[src/hw/rtl/sfd_pkg.sv]
package sfd_pkg;

    // Frame layout
    localparam int unsigned FRAME_LEN  = 25;
    localparam int unsigned STORE_LEN  = 24;
    localparam int unsigned NUM_PROP   = 16;
    localparam int unsigned CHAN_BITS  = 11;

    // Width of the wrapping error and lost counters
    localparam int unsigned COUNT_BITS = 16;

    // Configuration register indexes
    localparam logic [1:0] REG_START_BYTE = 2'd0;
    localparam logic [1:0] REG_END_BYTE   = 2'd1;

    // Result kinds
    localparam logic [1:0] KIND_CHANNEL   = 2'd0;
    localparam logic [1:0] KIND_START_ERR = 2'd1;
    localparam logic [1:0] KIND_END_ERR   = 2'd2;

    // Position of flag bits in byte 23
    localparam int unsigned FLAG_DIG1     = 0;
    localparam int unsigned FLAG_DIG2     = 1;
    localparam int unsigned FLAG_LOST     = 2;
    localparam int unsigned FLAG_FAILSAFE = 3;

    typedef enum logic [4:0] {
        ST_IDLE  = 5'b00001,
        ST_FETCH = 5'b00010,
        ST_MERGE = 5'b00100,
        ST_EMIT  = 5'b01000,
        ST_HOLD  = 5'b10000
    } state_t;

endpackage

[src/hw/rtl/sbus_frame_decoder.sv]
// An error result is registered: it is valid in the cycle after the offending byte is taken.
// Bytes 0 to 23 of a frame are taken one per cycle while no result is pending;
//   byte 24 of a good frame keeps the block busy while it reads stored bytes 1 to 22
//   (22 reads through the single store read port) and hands out its 18 results.
// Reset (rst_n low, async): control, counters and failsafe clear, start_byte=15,
//   end_byte=0; the frame store is not cleared and needs no clearing pass.
module sbus_frame_decoder (
    input  logic               clk,
    input  logic               rst_n,
    // configuration write channel
    input  logic               cfg_valid,
    output logic               cfg_ready,
    input  logic [1:0]         cfg_index,
    input  logic [7:0]         cfg_data,
    // received byte channel
    input  logic               in_valid,
    output logic               in_ready,
    input  logic [7:0]         rx_byte,
    // result channel
    output logic               out_valid,
    input  logic               out_ready,
    output logic [1:0]         result_kind,
    output logic [4:0]         channel_number,
    output logic signed [10:0] channel_value,
    output logic               failsafe_state,
    output logic               frame_lost_flag,
    output logic [15:0]        error_frames,
    output logic [15:0]        lost_frames,
    output logic               last_of_frame
);

    // Control and status state
    sfd_pkg::state_t                   state_reg, state_next;
    logic [4:0]                        pos_reg, pos_next;
    logic [sfd_pkg::COUNT_BITS-1:0]    err_cnt_reg, err_cnt_next;
    logic [sfd_pkg::COUNT_BITS-1:0]    lost_cnt_reg, lost_cnt_next;
    logic                              failsafe_reg, failsafe_next;
    logic [7:0]                        start_byte_reg, end_byte_reg;

    // Unpack sequencer: byte read address, bit buffer and channel counter
    logic [4:0]                        rd_addr_reg, rd_addr_next;
    logic [7:0]                        rd_data_reg;
    logic [17:0]                       acc_reg, acc_next;
    logic [4:0]                        cnt_reg, cnt_next;
    logic [4:0]                        chan_reg, chan_next;
    logic [7:0]                        flags_reg, flags_next;

    // Output register
    logic                              out_valid_reg, out_valid_next;
    logic [1:0]                        out_kind_reg, out_kind_next;
    logic [4:0]                        out_num_reg, out_num_next;
    logic [10:0]                       out_val_reg, out_val_next;
    logic                              out_lost_reg, out_lost_next;
    logic                              out_last_reg, out_last_next;

    // Frame store, bytes 0 to 23
    logic [7:0]                        store_mem [sfd_pkg::STORE_LEN];
    logic                              store_we;
    logic [4:0]                        store_waddr;

    logic                              in_fire;
    logic                              out_fire;
    logic                              dig_bit;

    assign in_ready  = (state_reg == sfd_pkg::ST_IDLE);
    assign cfg_ready = 1'b1;
    assign in_fire   = in_valid && in_ready;
    assign out_fire  = out_valid_reg && out_ready;

    // Configuration registers
    always_ff @(posedge clk or negedge rst_n)
    begin
        if (!rst_n)
        begin
            start_byte_reg <= 8'd15;
            end_byte_reg   <= 8'd0;
        end
        else if (cfg_valid && cfg_ready)
        begin
            unique case (cfg_index)
                sfd_pkg::REG_START_BYTE: start_byte_reg <= cfg_data;
                sfd_pkg::REG_END_BYTE:   end_byte_reg   <= cfg_data;
                default:
                begin
                    // drop writes to unknown indexes
                end
            endcase
        end
    end

    // Store: one write port from the byte channel, one registered read port
    // for the unpacker. Writes and reads never overlap in time.
    always_ff @(posedge clk)
    begin
        if (store_we)
        begin
            store_mem[store_waddr] <= rx_byte;
        end
        rd_data_reg <= store_mem[rd_addr_reg];
    end

    // Digital channel 17 takes flag bit 0, channel 18 flag bit 1
    assign dig_bit = (chan_reg[0] == 1'b0) ? flags_reg[sfd_pkg::FLAG_DIG1]
                                           : flags_reg[sfd_pkg::FLAG_DIG2];

    always_comb
    begin
        state_next     = state_reg;
        pos_next       = pos_reg;
        err_cnt_next   = err_cnt_reg;
        lost_cnt_next  = lost_cnt_reg;
        failsafe_next  = failsafe_reg;
        rd_addr_next   = rd_addr_reg;
        acc_next       = acc_reg;
        cnt_next       = cnt_reg;
        chan_next      = chan_reg;
        flags_next     = flags_reg;
        out_valid_next = out_valid_reg;
        out_kind_next  = out_kind_reg;
        out_num_next   = out_num_reg;
        out_val_next   = out_val_reg;
        out_lost_next  = out_lost_reg;
        out_last_next  = out_last_reg;
        store_we       = 1'b0;
        store_waddr    = pos_reg;

        unique case (state_reg)
            sfd_pkg::ST_IDLE:
            begin
                if (in_fire)
                begin
                    if ((pos_reg == 5'd0) && (rx_byte != start_byte_reg))
                    begin
                        // sync error: drop the byte, stay at position 0
                        err_cnt_next   = err_cnt_reg + 1'b1;
                        out_valid_next = 1'b1;
                        out_kind_next  = sfd_pkg::KIND_START_ERR;
                        out_num_next   = 5'd0;
                        out_val_next   = 11'd0;
                        out_lost_next  = 1'b0;
                        out_last_next  = 1'b1;
                        state_next     = sfd_pkg::ST_HOLD;
                    end
                    else if (pos_reg < 5'(sfd_pkg::STORE_LEN))
                    begin
                        store_we = 1'b1;
                        if (pos_reg == 5'(sfd_pkg::STORE_LEN - 1))
                        begin
                            flags_next = rx_byte;
                        end
                        pos_next = pos_reg + 1'b1;
                    end
                    else
                    begin
                        pos_next = 5'd0;
                        if (rx_byte != end_byte_reg)
                        begin
                            err_cnt_next   = err_cnt_reg + 1'b1;
                            out_valid_next = 1'b1;
                            out_kind_next  = sfd_pkg::KIND_END_ERR;
                            out_num_next   = 5'd0;
                            out_val_next   = 11'd0;
                            out_lost_next  = 1'b0;
                            out_last_next  = 1'b1;
                            state_next     = sfd_pkg::ST_HOLD;
                        end
                        else
                        begin
                            // good frame: update flags, start unpacking at byte 1
                            failsafe_next = flags_reg[sfd_pkg::FLAG_FAILSAFE];
                            if (flags_reg[sfd_pkg::FLAG_LOST])
                            begin
                                lost_cnt_next = lost_cnt_reg + 1'b1;
                            end
                            rd_addr_next = 5'd1;
                            acc_next     = 18'd0;
                            cnt_next     = 5'd0;
                            chan_next    = 5'd0;
                            state_next   = sfd_pkg::ST_FETCH;
                        end
                    end
                end
            end

            sfd_pkg::ST_FETCH:
            begin
                // store read data lands in rd_data_reg this cycle
                state_next = sfd_pkg::ST_MERGE;
            end

            sfd_pkg::ST_MERGE:
            begin
                // append the byte above the bits still held (at most 10)
                acc_next     = acc_reg | (18'(rd_data_reg) << cnt_reg);
                cnt_next     = cnt_reg + 5'd8;
                rd_addr_next = rd_addr_reg + 1'b1;
                if (cnt_reg >= 5'd3)
                begin
                    state_next = sfd_pkg::ST_EMIT;
                end
                else
                begin
                    state_next = sfd_pkg::ST_FETCH;
                end
            end

            sfd_pkg::ST_EMIT:
            begin
                out_valid_next = 1'b1;
                out_kind_next  = sfd_pkg::KIND_CHANNEL;
                out_num_next   = chan_reg + 1'b1;
                out_lost_next  = flags_reg[sfd_pkg::FLAG_LOST];
                if (chan_reg < 5'(sfd_pkg::NUM_PROP))
                begin
                    // raw minus 1024 is the raw value with its top bit flipped
                    out_val_next  = {~acc_reg[sfd_pkg::CHAN_BITS-1],
                                     acc_reg[sfd_pkg::CHAN_BITS-2:0]};
                    out_last_next = 1'b0;
                    acc_next      = acc_reg >> sfd_pkg::CHAN_BITS;
                    cnt_next      = cnt_reg - 5'(sfd_pkg::CHAN_BITS);
                end
                else
                begin
                    out_val_next  = dig_bit ? 11'h3FF : 11'h400;
                    out_last_next = (chan_reg == 5'(sfd_pkg::NUM_PROP + 1));
                end
                chan_next  = chan_reg + 1'b1;
                state_next = sfd_pkg::ST_HOLD;
            end

            sfd_pkg::ST_HOLD:
            begin
                if (out_fire)
                begin
                    out_valid_next = 1'b0;
                    if (out_last_reg)
                    begin
                        state_next = sfd_pkg::ST_IDLE;
                    end
                    else if ((chan_reg >= 5'(sfd_pkg::NUM_PROP)) ||
                             (cnt_reg >= 5'(sfd_pkg::CHAN_BITS)))
                    begin
                        state_next = sfd_pkg::ST_EMIT;
                    end
                    else
                    begin
                        state_next = sfd_pkg::ST_FETCH;
                    end
                end
            end

            default:
            begin
                state_next = sfd_pkg::ST_IDLE;
            end
        endcase
    end

    always_ff @(posedge clk or negedge rst_n)
    begin
        if (!rst_n)
        begin
            state_reg     <= sfd_pkg::ST_IDLE;
            pos_reg       <= 5'd0;
            err_cnt_reg   <= '0;
            lost_cnt_reg  <= '0;
            failsafe_reg  <= 1'b0;
            out_valid_reg <= 1'b0;
            rd_addr_reg   <= 5'd0;
            cnt_reg       <= 5'd0;
            chan_reg      <= 5'd0;
            out_last_reg  <= 1'b0;
        end
        else
        begin
            state_reg     <= state_next;
            pos_reg       <= pos_next;
            err_cnt_reg   <= err_cnt_next;
            lost_cnt_reg  <= lost_cnt_next;
            failsafe_reg  <= failsafe_next;
            out_valid_reg <= out_valid_next;
            rd_addr_reg   <= rd_addr_next;
            cnt_reg       <= cnt_next;
            chan_reg      <= chan_next;
            out_last_reg  <= out_last_next;
        end
    end

    // Payload registers
    always_ff @(posedge clk)
    begin
        acc_reg      <= acc_next;
        flags_reg    <= flags_next;
        out_kind_reg <= out_kind_next;
        out_num_reg  <= out_num_next;
        out_val_reg  <= out_val_next;
        out_lost_reg <= out_lost_next;
    end

    assign out_valid       = out_valid_reg;
    assign result_kind     = out_kind_reg;
    assign channel_number  = out_num_reg;
    assign channel_value   = out_val_reg;
    assign frame_lost_flag = out_lost_reg;
    assign last_of_frame   = out_last_reg;
    // counters and failsafe only move while no result is pending
    assign failsafe_state  = failsafe_reg;
    assign error_frames    = 16'(err_cnt_reg);
    assign lost_frames     = 16'(lost_cnt_reg);

    // A pending result always blocks new bytes
    assert property (@(posedge clk) disable iff (!rst_n)
        out_valid_reg |-> !in_ready)
        else $error("byte channel open while a result is pending");

    // Unpacking never touches the counters
    assert property (@(posedge clk) disable iff (!rst_n)
        (state_reg == sfd_pkg::ST_FETCH || state_reg == sfd_pkg::ST_MERGE)
        |=> $stable(err_cnt_reg) && $stable(lost_cnt_reg))
        else $error("counter moved during unpack");

    // The last channel result of a frame is channel 18
    assert property (@(posedge clk) disable iff (!rst_n)
        (out_valid_reg && out_last_reg && out_kind_reg == sfd_pkg::KIND_CHANNEL)
        |-> out_num_reg == 5'(sfd_pkg::NUM_PROP + 2))
        else $error("frame closed on wrong channel");

    // Frame position stays inside the frame
    assert property (@(posedge clk) disable iff (!rst_n)
        pos_reg <= 5'(sfd_pkg::FRAME_LEN - 1))
        else $error("byte position out of range");

endmodule
[config.mk]
export PLATFORM = sky130hd
export DESIGN_NAME = sbus_frame_decoder
export DESIGN_NICKNAME = d
export VERILOG_FILES = /design/src/hw/rtl/sfd_pkg.sv /design/src/hw/rtl/sbus_frame_decoder.sv
export SDC_FILE = /design/constraint.sdc
export NUM_CORES = 1
export LEC_CHECK = 0
export ABC_CLOCK_PERIOD_IN_PS = 2600
export BUFFER_PORTS_ARGS = -buffer_cell sky130_fd_sc_hd__buf_2
export CAP_MARGIN = 30
export CORE_MARGIN = 4
export CORE_UTILIZATION = 39
export DETAILED_ROUTE_END_ITERATION = 8
export GPL_ROUTABILITY_DRIVEN = 0
export SYNTH_ARGS = -nofsm -noshare
export SYNTH_HDL_FRONTEND = slang
export SYNTH_SLANG_ARGS = --single-unit
[constraint.sdc]
create_clock -name clk -period 2.6 [get_ports clk]
set_input_delay 0.26 -clock clk [delete_from_list [all_inputs] [get_ports clk]]
set_output_delay 0.26 -clock clk [all_outputs]
set_load 0.02 [all_outputs]
# After elaboration in Yosys (flattened, before gate mapping)
# Memories as Yosys holds them, arrays and structs flattened. A register that Yosys moved wholly into a read port is not among the register bits.
# Index checks and enable logic that the tools add are counted.
# classes
n_lt_le_gt_ge	5
n_eq_ne	19
shifts	1
mux	68
n_reduce_logical	24
n_addsub	7
bitwise	5
# ops
operator	n
$mux W5	19
$mux W18	5
$mux W11	6
$pmux W18 S3	1
$mux W16	3
$add A16 B1 Y16 const B	2
$pmux W5 S2	3
$pmux W5 S5	1
$reduce_and A5 Y1	5
$pmux W11 S2	1
$or A18 B18 Y18	1
$shl A8 B5 Y18	1
$mux W1	17
$ne A8 B8 Y1	2
$add A5 B1 Y5 const B	3
$eq A5 B5 Y1 const B	3
$pmux W5 S3	1
$mux W4	3
$ne A2 B2 Y1 const B	6
$reduce_and A6 Y1	2
$lt A5 B5 Y1 const B	2
$mux W2	4
$reduce_and A4 Y1	2
$reduce_and A3 Y1	2
24 further kinds	34
# word_totals
output_inout_bits	56
mem_bits_rw	192
memories	1
input_bits	23
ff_bits	117
# memory_table
name	depth	width	read_ports	rd_ports_with_merged_regs	wr	line_no	text
store_mem	24	8	1	1	1	sbus_frame_decoder.sv:57	logic [7:0] store_mem [sfd_pkg::STORE_LEN];

# Logic depth before layout (Yosys ltp)
# logic_depth
word_depth	7
ltp_mapped	8
mapped_depth_nobuf	7

# Worst setup path before layout
# OpenSTA, ideal clock, no wires.
# synth_timing
path_kind	flip-flop to flip-flop
start	register start_byte_reg[0]
end	memory store_mem[18][0] (enable)
setup_slack_ns	-0.209
period_less_slack_ns	2.809
arrival_ns	2.426
path_stages_with_launch	8
cell_sequence	dfstp_2 xnor2_1 nand4_1 o2111ai_1 clkbuf_1 buf_1 nand3_1 nor3_1
# synth_via
elab_chain_cells	7
# synth_lines
element	line_no	text
start, declared	sbus_frame_decoder.sv:38	logic [7:0] start_byte_reg, end_byte_reg;
start signal, assigned	sbus_frame_decoder.sv:81	sfd_pkg::REG_START_BYTE: start_byte_reg <= cfg_data;
$ne A8 B8 Y1	sbus_frame_decoder.sv:132	if ((pos_reg == 5'd0) && (rx_byte != start_byte_reg))
$logic_and A1 B1 Y1	sbus_frame_decoder.sv:132	
$mux W1	sbus_frame_decoder.sv:132	
$mux W1	sbus_frame_decoder.sv:130	if (in_fire)
$mux W1	sbus_frame_decoder.sv:127	unique case (state_reg)
$mux W1	sbus_frame_decoder.sv:95	if (store_we)
$mux W1 (implied by the code)	sbus_frame_decoder.sv:97	store_mem[store_waddr] <= rx_byte;
end, declared	sbus_frame_decoder.sv:57	
# No other way between the ends.

# Worst setup path in the final report
# layout_timing
start	register start_byte_reg[0]
end	memory store_mem[23][0] (enable)
# Same word-level chain as after synthesis.

==> metrics.yaml <==
run_status:
  status: "finished clean"
floorplan:
  ios: 79
  die_y_um: 195
  start_util_pct: 39.5
  die_w_um: 195
  die_area_um2: 38000
  rows: 68
  core-area_um2: 34500
synthesis:
  synth.ff_latch_count: 317
  ys_seq_area_share_pct: 66.5
  synth_area_leaders: "edfxtp_1 51%, dfrtp_1 13%, mux4_2 10%"
  synth_commonest_cells: "233 x edfxtp_1, 71 x dfrtp_1, 61 x mux4_2, 56 x nor2_1, 42 x nand2_1"
  synthDistinctLibCells: 63
  synth_area_leader_cell: "edfxtp_1"
  synth-async-reset-ratio_pct: 24.0
  yosysMostFrequentCell: "edfxtp_1"
  netlist_instances: 883
  netlist.area_leader.share_pct: 51.3
  synth-main-ff-cell: "edfxtp_1"
  avgSynthCellArea_um2: 15.4
  synth_edf_count: 233
  yosysWarnings: 0
  netlist_area_um2: 13600
  synthesis.nets: 919
worst_setup_path:
  rrSetupSlack_ns: 0.29
  cp.arrival_ns: 2.52
  r2r-end: "store_mem[23][0]"
  cp-start-kind: "flip-flop"
  required_ns: 2.80
  r2r_cells: 6
  rr_startpoint: "start_byte_reg[0]"
  crit_fanout: 8
  crit_type: "reg -> reg"
  endpoint_kind: "flip-flop"
route:
  wl_met2_um: 15100
  first_iter_violations: 706
  first_pass_iters: 5
  highest_layer: "met4"
  via_count: 7881
  wl_met1_um: 13400
  drc: 0
  drt-total-wl_um: 30400
  wl_met3_um: 1450
  wl_per_cell_um: 20.4
  vias_per_cell: 5.29
  ant_nets: 0
timing:
  slew_headroom_pct: 51.6
  holdWs_ns: 0.0193
  finalHoldViolations: 0
  period_share_pct: 88.9
  fin_setup_tns_ns: 0
  max_freq_mhz: 432
  drv_slew: 0
  finClkSkew_ns: 0.0184
  rsz0062_at_grt: "false"
  finalSetupViolCount: 0
  fin_crit_ns: 2.31
  max_slew.worst_pin.slew_ns: 0.726
power:
  power_leakage_uw: 0.00609
  p_int_uw: 9670
  finalPower_uw: 12900
  power_density_nw_per_um2: 798
  switchingPower_uw: 3190
  swShare_pct: 24.8
  vdd_drop_max_uv: 599
  seqPwrFrac_pct: 47.2
  clkPwrFrac_pct: 40.0
  comb_power_share_pct: 12.8
run:
  drv_cap: 0
worst_hold_path:
  whs_path_depth: 2
  holdPathEnd: "start_byte_reg[4]"
  hold_class: "in -> reg"
  min-delay-start: "cfg_data[4]"
layout:
  fin_area_um2: 16100
  multi_input_area_um2: 4290
  num-fill-cells: 3066
  largest_register_ffs: 192
  final-seq-area_um2: 9070
  drive_gt1_share_pct: 27.8
  nets: 1044
  areaGrowthSynthToFinish_pct: 18.3
  n_antenna_cell: 0
cts:
  htreeDepth: 2
  cts_tree: "built"
  clock_path_buffers: 3
  root_buffer: "clkbuf_16"
  cts_buffers: 34
  cts_sinks: 317
  clkTransAtPathRegs_ns: 0.06
  ctsResizeCount: 0
  clock_latency_ns: 0.51
global_routing:
  grt_max_degree: 52
  antenna_found_initial: 0
  grt_pass1_wl_um: 48200
  grt_pass1_vias: 8106
  grt-ovfl-total: 0
  track_usage_pct: 16.1
placement:
  portBuffers: 77
  place_area_um2: 14800
  dpl.hpwl_um: 20600
## critical path, cell delays in order (launching register included)
cell and delay, ns:
dfstp_2 0.54, xnor2_1 0.11, nand4_1 0.14, o2111ai_2 0.35, nand4_1 0.39, nor2_1 0.26
buf_4 0.21
## final cells by class
class                      count  area share [%]
sequential                   317            56.2
multi-input combinational    499            26.6
clock buffer                  44            6.42
timing repair buffer         138            5.60
tap                          455            3.53
clock inverter                18            1.18
inverter                      18           0.419
## per-stage QoR
| stage | setup WS (ns) | cells | util (%) |
|---|---|---|---|
| 3_3_place_gp | 0.234 | 1418 | 42.9 |
| 5_1_grt | 0.168 | 1489 | 46.7 |
| 6_report | 0.287 | 1489 | 46.7 |
| 2_1_floorplan | -0.209 | 883 | - |
| 3_5_place_dp | 0.184 | 1418 | 42.9 |
| 4_1_cts | 0.152 | 1488 | 46.7 |
## placed cells by master (no fill, tap or decap), types with 7 or more instances in the layout
cell type / Yosys / layout
nor2_1: 56 / 56
nand2_1: 42 / 42
xor2_1: 22 / 22
buf_2: 5 / 76
nand4_1: 24 / 24
clkbuf_16: 0 / 39
inv_1: 18 / 18
dfrtp_1: 71 / 69
a21oi_1: 41 / 41
o21ai_0: 18 / 18
nand3_1: 24 / 24
clkinv_2: 0 / 7
buf_4: 3 / 51
dfxtp_1: 8 / 8
mux4_2: 61 / 61
a2111oi_0: 11 / 11
nand2b_1: 12 / 12
ha_1: 13 / 13
nor3_1: 15 / 15
mux2_2: 26 / 26
xnor2_1: 31 / 31
dlygate4sd3_1: 0 / 8
and3_1: 15 / 15
mux2i_1: 14 / 14
edfxtp_1: 233 / 233
and2_1: 8 / 8
## power groups by stage
stage	logic (µW)	registers, µW	clock network (µW)
6_report	1650	6080	5140
5_1_grt	1810	6110	5490
4_1_cts	1660	6080	5260
3_5_place_dp	1640	6180	0
3_3_place_gp	1640	6160	0
2_1_floorplan	888	6230	0
## what timing repair did
action / in CTS / in global routing
endpoints found under the hold margin: 51 / 0
hold buffers: 8 / 0
setup endpoints to repair: 0 / 32
buffers inserted: 0 / 1
## worst max path at each step
stage | depth (start not counted) | slack, ns | endpoint | start
floorplan | 7 | -0.21 | store_mem[18][0] | start_byte_reg[0]
global placement | 6 | 0.23 | store_mem[22][5] | state_reg[1]
detailed placement | 6 | 0.18 | store_mem[22][6] | state_reg[1]
CTS | 6 | 0.15 | store_mem[22][6] | state_reg[1]
global route | 6 | 0.17 | store_mem[1][7] | start_byte_reg[0]
finish | 6 | 0.29 | store_mem[23][0] | start_byte_reg[0]
## logic make-up (layout without fill, tap and decap cells)
group,count (synthesis),count (layout),synth area share [%]
AO/OA/AOI/OAI,113,113,5.34
multiplexers,101,101,13.3
buffers and inverters,67,218,2.08
adder cells (fa/ha/maj),13,13,1.19
other,1,1,0.0275
flip-flops,317,317,66.5
AND/OR/NAND/NOR,218,218,8.20
XOR/XNOR,53,53,3.40
## routing by layer
metal  up-vias  global-route usage [%]
li1       3666                       -
met1      4001                    22.2
met2       180                    27.1
met3        34                    2.62
met4         0                    3.41
met5         -                       0
No activity file was read; power rests on OpenSTA's default activity.
